[src/rtl/assert_macros.svh]
// assertion macros used by the decoder rtl
`ifndef ASSERT_MACROS_SVH
`define ASSERT_MACROS_SVH

// plain property checked on every clock edge outside reset
`define ASSERT_CLK(label, prop, msg) \
  label: assert property (@(posedge clk) disable iff (!rst_n) prop) else $error(msg);

// implication checked on every clock edge outside reset
`define ASSERT_IMPL(label, ante, cons, msg) \
  label: assert property (@(posedge clk) disable iff (!rst_n) (ante) |-> (cons)) else $error(msg);

`endif

[src/rtl/ibwt_pkg.sv]
// shared types and constants for the inverse bwt decoder
package ibwt_pkg;

  // default sizes
  localparam int MAX_LEN_DEF  = 4096;
  localparam int ALPHABET_DEF = 256;

  // field widths
  localparam int ACTION_W = 2;
  localparam int BYTE_W   = 8;
  localparam int PIDX_W   = 12;
  localparam int STATUS_W = 2;

  // action codes
  localparam logic [ACTION_W-1:0] ACT_LOAD  = 2'd0;
  localparam logic [ACTION_W-1:0] ACT_START = 2'd1;
  localparam logic [ACTION_W-1:0] ACT_FETCH = 2'd2;

  // status codes
  localparam logic [STATUS_W-1:0] ST_OK       = 2'd0;
  localparam logic [STATUS_W-1:0] ST_OVERFLOW = 2'd1;
  localparam logic [STATUS_W-1:0] ST_RANGE    = 2'd2;
  localparam logic [STATUS_W-1:0] ST_EMPTY    = 2'd3;

  // shared adder operations
  typedef enum logic {
    ALU_ADD,
    ALU_INC
  } alu_op_t;

endpackage

[src/rtl/ibwt_alu.sv]
// shared adder used for counts, prefix sums, slot and length updates
module ibwt_alu
  import ibwt_pkg::*;
#(
  parameter int W = 13
) (
  input  alu_op_t      op,
  input  logic [W-1:0] a,
  input  logic [W-1:0] b,
  output logic [W-1:0] y
);

  // add or increment
  always_comb begin
    case (op)
      ALU_ADD: y = a + b;
      ALU_INC: y = a + W'(1);
      default: y = a;
    endcase
  end

endmodule

[config.mk]
export PLATFORM = sky130hd
export DESIGN_NAME = ibwt_alu
export DESIGN_NICKNAME = d
export VERILOG_FILES = /design/src/rtl/assert_macros.svh /design/src/rtl/ibwt_pkg.sv /design/src/rtl/ibwt_alu.sv
export SDC_FILE = /design/constraint.sdc
export NUM_CORES = 1
export LEC_CHECK = 0
export ABC_AREA = 1
export BUFFER_PORTS_ARGS = -buffer_cell sky130_fd_sc_hd__buf_2
export CORE_ASPECT_RATIO = 0.9
export CORE_MARGIN = 4
export CORE_UTILIZATION = 47
export DETAILED_ROUTE_END_ITERATION = 8
export PLACE_DENSITY = 0.81
export SYNTH_ARGS = -nofsm -noshare
export SYNTH_HDL_FRONTEND = slang
export SYNTH_SLANG_ARGS = --single-unit
[constraint.sdc]
create_clock -name vclk -period 8.3
set_input_delay 2.49 -clock vclk [all_inputs]
set_output_delay 2.49 -clock vclk [all_outputs]
set_load 0.01 [all_outputs]
Yosys cells after proc, flatten, opt, wreduce, memory -nomap -nowiden

Cells that the tools add are included.

Output and inout bits: 13
Memory bits (read-only): 0
RAM bits: 0
Bits of input ports: 27
Bits in registers: 0
Word-level logic and storage cells: 4
Memories kept: 0
Bits in latches: 0

Magnitude comparators: 0
Bitwise operators: 1
Shifts and indexed selects: 0
Reductions and logical operators: 0
Muxes and demuxes: 1
$mul: 0
Div/mod/pow operators: 0
Add/subtract/negate cells: 2
Equality and inequality tests: 0

Operators by type and width:

| kind                                           | count |
|---|---|
| one-hot mux 13 bit (2 select lines)            | 1 |
| adder 13 x 1 -> 13 bit (second input constant) | 1 |
| adder 13 bit                                   | 1 |
| NOT 1 bit                                      | 1 |

Longest topological paths before layout

Gate-level depths: netlist of run 1.

Depth in word-level cells: 2
Depth in mapped cells: 11
Gate-level depth less buffers: 11

Least setup slack after synthesis of run 1

Ideal clock, no wire load.

Path type: input-to-output
Start: in b[0]
End: out y[8]
Data required time: 5.810 ns
Stages: 8
Path slack: 1.882 ns
Buffers on the path: 0
Arrival: 3.928 ns
Cells stage by stage: or2_2 > ha_1 > fa_1 > nand3_1 > nand3_2 > nand2_1 > nand2_1 > xor2_1

Cells in the longest elaborated chain, start to end: 2

RTL lines:

| item                                | line           | RTL |
|---|---|---|
| start: declaration                  | ibwt_alu.sv:9  | `input logic [W-1:0] b,` |
| adder 13 bit                        | ibwt_alu.sv:16 | `ALU_ADD: y = a + b;` |
| one-hot mux 13 bit (2 select lines) | ibwt_alu.sv:15 | `case (op)` |
| end: declaration                    | ibwt_alu.sv:10 | `output logic [W-1:0] y` |

No other way between the ends.

Final worst setup path of run 1

Start: in op
End: out y[8]

Cells in the longest elaborated chain, start to end: 2

RTL lines:

| item                                    | line           | RTL |
|---|---|---|
| start: declaration                      | ibwt_alu.sv:7  | `input alu_op_t op,` |
| NOT 1 bit                               | ibwt_alu.sv:15 |  |
| one-hot mux 13 bit (2 select lines) (*) | ibwt_alu.sv:15 |  |

Every way passes the cells marked *; elsewhere a longest branch is shown, timed or not.

==> out/metrics.yaml, run 1 <==
synth_area_um2: 817.0
grt_use_total_pct: 17.37
slew_violations: 0
whs_path_depth: 3
status: "complete, no violations"
arrival_ns: 4.30
vias: 1067
fillCellCount: 174
die_h_um: 47.56
drc: 0
drtIter0Drc: 30
total_leakage_power_uw: 0.0007525
irDropWorstVdd_uv: 41.71
diodes: 0
final_nets: 244
grt_overflow: 0
seq_cell_count: 0
final_antenna_net_count: 0
multiInputGateArea_um2: 663.1
startpoint: "op"
endpoint: "y[8]"
period_needed_ns: 6.785
fmax_ghz: 0.1474
min_period_over_period_pct: 81.75
regArea_um2: 0
grt_pass1_wl_um: 3470
hold_class: "in2out"
syn-instance-count: 163
grt_max_degree: 15
tightest_slew_ns: 0.2513
dpl.cell_count: 226
startpoint_type: "input pin"
end_kind: "output port"
io_pins: 40
seq_area_frac_synth_pct: 0
coreArea_um2: 1664
p_per_area_nw_per_um2: 67.08
setup_viol: 0
grt_pass1_vias: 886
stdcell_count: 226
synth_nets: 203
slew_headroom_pct: 83.25
fin_setup_tns_ns: 0
antenna_found_initial: 0
initial_core_util_pct: 49.10
cpPeakStageDelay_ns: 0.44
first_pass_iters: 4
dpl_worst_slack_ns: 1.508
clkbuf_count: 0
synth_common_cells: "nand2_1, inv_1, nor2_1"
grt_setup_unrepaired: "false"
yosysTopAreaCell: "nand2_1"
routed_via_density: 4.721
dieWidth_um: 51.95
post_cts_resized: 0
critical_path.top_delay_family: "simple AND/OR/NAND/NOR gates"
path_cells: "buf_2, or2_2, ha_1, fa_1, nand3_1, nand3_2, nand2_1, nand2_1, xor2_1, buf_2"
wire_per_inst_um: 9.204
area_delta_synth_final_pct: 27.72
worst-path-buf-inv: 2
place_hpwl_um: 1912
routed_wl_um: 2080
post_cts.repair.setup_buffers: 0
postSynthAreaPerCell_um2: 5.012
place_congestion: 0.8424
cp_slowest_cell: "fa_1"
synth.distinct_cells: 14
cp.depth: 10
cap_violations: 0
postCtsHoldBufs: 0
die_area_um2: 2470
ys_warn_count: 0
fin_ws_ns: 1.515
power_uw: 70.00
worst_hold_slack_ns: 5.289
yosysMostFrequentCell: "nand2_1"
cp_max_fo: 14
ys_top_cells_by_area: "nand2_1, ha_1, inv_1, nor2_1, xor2_1"
synth_top_area_share_pct: 27.57
hold_violations: 0
drive_gt1_share_pct: 21.78
row_count: 14
critPathKind: "in2out"
port_buffers: 40
worstPathRequired_ns: 5.81
cell families after synthesis:
family / synth area share (%)
AO/OA/AOI/OAI: 3.370
XOR/XNOR: 7.504
buffers and inverters: 18.84
AND/OR/NAND/NOR: 49.47
adder cells (fa/ha/maj): 20.83
power by group:
part / switching (µW) / internal (µW) / total [µW]
Combinational: 40.6 / 29.4 / 70.0
Sequential: 0 / 0 / 0
Clock: 0 / 0 / 0
through the flow:
stage	instance area, µm²	util (%)
after floorplan	817.0	-
after global placement	1044	62.71
after detailed placement	1044	62.71
after CTS	1044	62.71
after global routing	1044	62.71
final	1044	62.71
worst min path at each step:
| stage | start | to | slack (ns) |
|---|---|---|---|
| 2_1_floorplan | a[0] | y[0] | 5.13 |
| 3_3_place_gp | a[0] | y[0] | 5.29 |
| 3_5_place_dp | a[0] | y[0] | 5.29 |
| 4_1_cts | a[0] | y[0] | 5.29 |
| 5_1_grt | a[0] | y[0] | 5.32 |
| 6_report | a[0] | y[0] | 5.29 |
cells in the final DEF, fill, tap and decap left out, drive strengths merged:
cell,n
nand2,60
inv,40
nor2,20
fa,1
xor2,7
a21oi,4
buf,40
nand3,12
o21bai,1
nand4,4
ha,12
or2,1
layer usage:
metal | wire length (µm) | vias to the layer above | global-route usage, %
met5 | 0 | - | 0
met4 | 0 | 0 | 0
met3 | 119 | 0 | 0.3115
met2 | 1117 | 30 | 36.59
met1 | 843 | 470 | 20.96
li1 | - | 567 | -
area by class of cell:
type               count  area share (%)
repair buffers        40           19.18
multi-input cells    122           63.55
inverters             40           14.39
well taps             24           2.878
No activity file was read; power rests on OpenSTA's default activity.
==> inputs of run 2 (changes only) <==
- CORE_UTILIZATION: 47 -> 45
- PLACE_DENSITY: 0.81 -> 0.82
- clock period: 8.3 -> 5.5 ns (I/O delays scaled with it)
==> run 2 against run 1 <==
Against the previous run: largest power group unchanged; sequential share of layout area did not move; setup slack got worse by 1.1 ns; combinational power rose by 50%; via count fell by 0.94%; critical path depth did not move; largest cell class unchanged; final area did not move; first-iteration DRC count fell by 27%; wire length fell by 0.91%.
==> out/metrics.yaml, run 2 (synthesis gave the netlist of run 1 again) <==
antenna_found_initial: 0  # unchanged
io_pins: 40  # unchanged
area_delta_synth_final_pct: 27.72  # unchanged
fin_setup_tns_ns: 0  # unchanged
drc: 0  # unchanged
critPathKind: "in2out"  # unchanged
layout_commonest_cell: "nand2_1"  # unchanged
slew_headroom_pct: 82.80  # was 83.25%
end_kind: "output port"  # unchanged
hold_class: "in2out"  # unchanged
grt_pass1_vias: 861  # was 886
clkbuf_count: 0  # unchanged
seq_cell_count: 0  # unchanged
place_hpwl_um: 1829  # was 1912 µm
grt_setup_unrepaired: "false"  # unchanged
layout_common_cells: "nand2_1, inv_1, buf_2"  # unchanged
final_core_util_pct: 61.41  # was 62.71%
post_cts_resized: 0  # unchanged
dieWidth_um: 52.92  # was 51.95 µm
post_cts.repair.setup_buffers: 0  # unchanged
routed_via_density: 4.677  # was 4.721
setup_viol: 0  # unchanged
arrival_ns: 3.41  # was 4.30 ns
stdcell_count: 226  # unchanged
cp_max_fo: 14  # unchanged
p_per_area_nw_per_um2: 101.0  # was 67.08 nW/µm²
grt_pass1_wl_um: 3325  # was 3470 µm
die_area_um2: 2562  # was 2470 µm²
worstPathRequired_ns: 3.85  # was 5.81 ns
diodes: 0  # unchanged
drtIter0Drc: 22  # was 30
startpoint_type: "input pin"  # unchanged
total_leakage_power_uw: 0.0007525  # unchanged
first_pass_iters: 5  # was 4
fillCellCount: 180  # was 174
power_uw: 105.3  # was 70.00 µW
hold_violations: 0  # unchanged
grt_max_degree: 15  # unchanged
whs_path_depth: 3  # unchanged
tightest_slew_ns: 0.2579  # was 0.2513 ns
port_buffers: 40  # unchanged
postCtsHoldBufs: 0  # unchanged
cap_violations: 0  # unchanged
multiInputGateArea_um2: 663.1  # unchanged
final_antenna_net_count: 0  # unchanged
vias: 1057  # was 1,067
grt_use_total_pct: 15.44  # was 17.37%
drive_gt1_share_pct: 21.78  # unchanged
period_needed_ns: 5.060
initial_core_util_pct: 48.09  # was 49.10%
min_to: "y[0]"  # unchanged
slew_violations: 0  # unchanged
coreArea_um2: 1699  # was 1664 µm²
regArea_um2: 0  # unchanged
routed_wl_um: 2061  # was 2080 µm
fmax_ghz: 0.1976
dpl.cell_count: 226  # unchanged
min_from: "a[0]"  # unchanged
min_period_over_period_pct: 92.00
die_h_um: 48.43  # was 47.56 µm
final_nets: 244  # unchanged
irDropWorstVdd_uv: 53.08  # was 41.71 µV
place_congestion: 0.8821  # was 0.8424
status: "complete, no violations"  # unchanged
row_count: 14  # unchanged
grt_overflow: 0  # unchanged
wire_per_inst_um: 9.119  # was 9.204 µm
## run 2: worst max path at each step
stage / startpoint / endpoint / cells past startpoint
floorplan: b[0] / y[8] / 8
global placement: op / y[8] / 10
detailed placement: op / y[8] / 10
CTS: op / y[8] / 10
global route: op / y[6] / 10
finish: op / y[8] / 10
## run 2: layout make-up
class	instances	area share, %
multi-input combinational	122	63.55
inverter	40	14.39
tap	24	2.878
timing repair buffer	40	19.18
## run 2: critical path, cell delays in order
cell     delay, ns
buf_2         0.19
or2_2         0.30
ha_1          0.22
fa_1          0.42
nand3_1       0.12
nand3_2       0.10
nand2_1       0.07
nand2_1       0.07
xor2_1        0.13
buf_2         0.14
## run 2: per-stage QoR
stage	area [µm²]	worst slack (ns)	hold WS [ns]
2_1_floorplan	817.0	0.7615	3.451
3_3_place_gp	1044	0.4547	3.609
3_5_place_dp	1044	0.4224	3.615
4_1_cts	1044	0.4235	3.617
5_1_grt	1044	0.2863	3.643
6_report	1044	0.4402	3.613
## run 2: layer usage
metal | vias up | GRT usage [%] | part of all wire [%]
met1 | 455 | 20.78 | 45
li1 | 568 | - | -
met2 | 34 | 28.10 | 48
met3 | 0 | 0.3067 | 6.8
met5 | - | 0 | 0
met4 | 0 | 0.8511 | 0
## run 2: report_power, final
group          internal [µW]  switching (µW)  total (µW)
logic                   44.2            61.1         105
clock network              0               0           0
registers                  0               0           0
==> inputs of run 3 (changes only) <==
- CAP_MARGIN: unset -> 40
- CORE_MARGIN: 4 -> 3
==> run 3 against run 2 <==
Against the previous run: via count shrank 2.6%; sequential cell count stayed put; core utilization increased by 4.6 points; worst hold slack got worse by 0.0013 ns; global-route usage rose by 3.4 points; setup slack got worse by 0.021 ns; critical path depth unchanged; count of clock-buffer cells in the layout unchanged; largest cell class unchanged; highest routed layer unchanged.
==> out/metrics.yaml, run 3 (synthesis gave the netlist of run 1 again) <==
status: "complete, no violations"  # unchanged
worstPathRequired_ns: 3.85  # about the same
place_hpwl_um: 1938  # was 1829 µm
wire_per_inst_um: 9.451  # was 9.119 µm
fin_ws_ns: 0.4187  # was 0.4402 ns
place_congestion: 0.8423  # was 0.8821
clkPwrFrac_pct: 0  # about the same
slew_violations: 0  # unchanged
first_pass_iters: 4  # was 5
final_antenna_net_count: 0  # unchanged
startpoint_type: "input pin"  # unchanged
routed_via_density: 4.594  # was 4.677
port_buffers: 40  # unchanged
period_needed_ns: 5.081  # was 5.060 ns
regArea_um2: 0  # unchanged
seq_cell_count: 0  # unchanged
postCtsHoldBufs: 0  # unchanged
min_period_over_period_pct: 92.39  # was 92.00%
end_kind: "output port"  # unchanged
grt_setup_unrepaired: "false"  # unchanged
final_nets: 244  # unchanged
cp_max_fo: 14  # unchanged
total_leakage_power_uw: 0.0007525  # unchanged
grt_max_degree: 15  # unchanged
p_sw_uw: 61.66  # was 61.14 µW
post_cts_resized: 0  # unchanged
antenna_found_initial: 0  # unchanged
drc: 0  # unchanged
drive_gt1_share_pct: 21.78  # unchanged
fin_setup_tns_ns: 0  # unchanged
fmax_ghz: 0.1968  # was 0.1976 GHz
p_seq_share_pct: 0  # about the same
diodes: 0  # unchanged
tightest_slew_ns: 0.2430  # was 0.2579 ns
dpl_worst_slack_ns: 0.4119  # was 0.4224 ns
swShare_pct: 57.97  # was 58.04%
setup_viol: 0  # unchanged
grt_use_total_pct: 18.88  # was 15.44%
layout_common_cells: "nand2_1, inv_1, buf_2"  # unchanged
slew_headroom_pct: 83.74  # was 82.80%
die_area_um2: 2364  # was 2562 µm²
p_comb_share_pct: 100.0  # about the same
area_delta_synth_final_pct: 27.41  # was 27.72%
grt_pass1_vias: 882  # was 861
whs_path_depth: 3  # unchanged
arrival_ns: 3.43  # was 3.41 ns
hold_violations: 0  # unchanged
io_pins: 40  # unchanged
post_cts.repair.setup_buffers: 0  # unchanged
stdcell_count: 224  # was 226
hold_class: "in2out"  # unchanged
final_core_util_pct: 65.98  # was 61.41%
p_int_uw: 44.70  # was 44.20 µW
fillCellCount: 171  # was 180
critPathKind: "in2out"  # unchanged
grt_overflow: 0  # unchanged
dieWidth_um: 50.92  # was 52.92 µm
routed_wl_um: 2117  # was 2061 µm
drtIter0Drc: 16  # was 22
row_count: 13  # was 14
vias: 1029  # was 1,057
p_per_area_nw_per_um2: 102.2  # was 101.0 nW/µm²
clkbuf_count: 0  # unchanged
cap_violations: 0  # unchanged
coreArea_um2: 1578  # was 1699 µm²
grt_pass1_wl_um: 3553  # was 3325 µm
irDropWorstVdd_uv: 55.78  # was 53.08 µV
dpl.cell_count: 224  # was 226
die_h_um: 46.43  # was 48.43 µm
layout_commonest_cell: "nand2_1"  # unchanged
initial_core_util_pct: 51.78  # was 48.09%
-- run 3: cell counts in the layout (fill, tap and decap cells not counted) --
No cell type changed its count.
-- run 3: metrics by stage --
stage	power, µW	hold slack [ns]	cell area [µm²]
2_1_floorplan	69.71	3.451	817.0
3_3_place_gp	103.3	3.610	1041
3_5_place_dp	106.4	3.611	1041
4_1_cts	106.9	3.613	1041
5_1_grt	120.6	3.647	1041
6_report	106.4	3.611	1041
-- run 3: power groups by stage --
stage	Clock, µW	Sequential, µW	Combinational, µW
final	0	0	106
after global routing	0	0	121
after CTS	0	0	107
after detailed placement	0	0	106
after global placement	0	0	103
after floorplan	0	0	69.7
-- run 3: cell type report --
type               instances  area (µm²)  share of cell area [%]
multi-input cells        122       663.1                   63.70
repair buffers            40       200.2                   19.23
well taps                 22       27.53                   2.644
inverters                 40       150.1                   14.42
-- run 3: final timing paths --
path | slack (ns) | to | start
setup / recovery | 0.42 | y[8] | op
hold / removal | 3.61 | y[0] | a[0]
-- run 3: per-layer routing --
layer / global-route usage [%] / wire [µm] / vias up
met4: 0 / 0 / 0
met5: 0 / 0 / -
met1: 22.67 / 973 / 449
met3: 0 / 53 / 0
met2: 39.85 / 1090 / 16
li1: - / - / 564
-- run 3: critical path, cell delays in order --
cell	delay, ns
buf_2	0.18
or2_2	0.30
ha_1	0.22
fa_1	0.44
nand3_1	0.12
nand3_2	0.10
nand2_1	0.07
nand2_1	0.06
xor2_1	0.14
buf_2	0.14
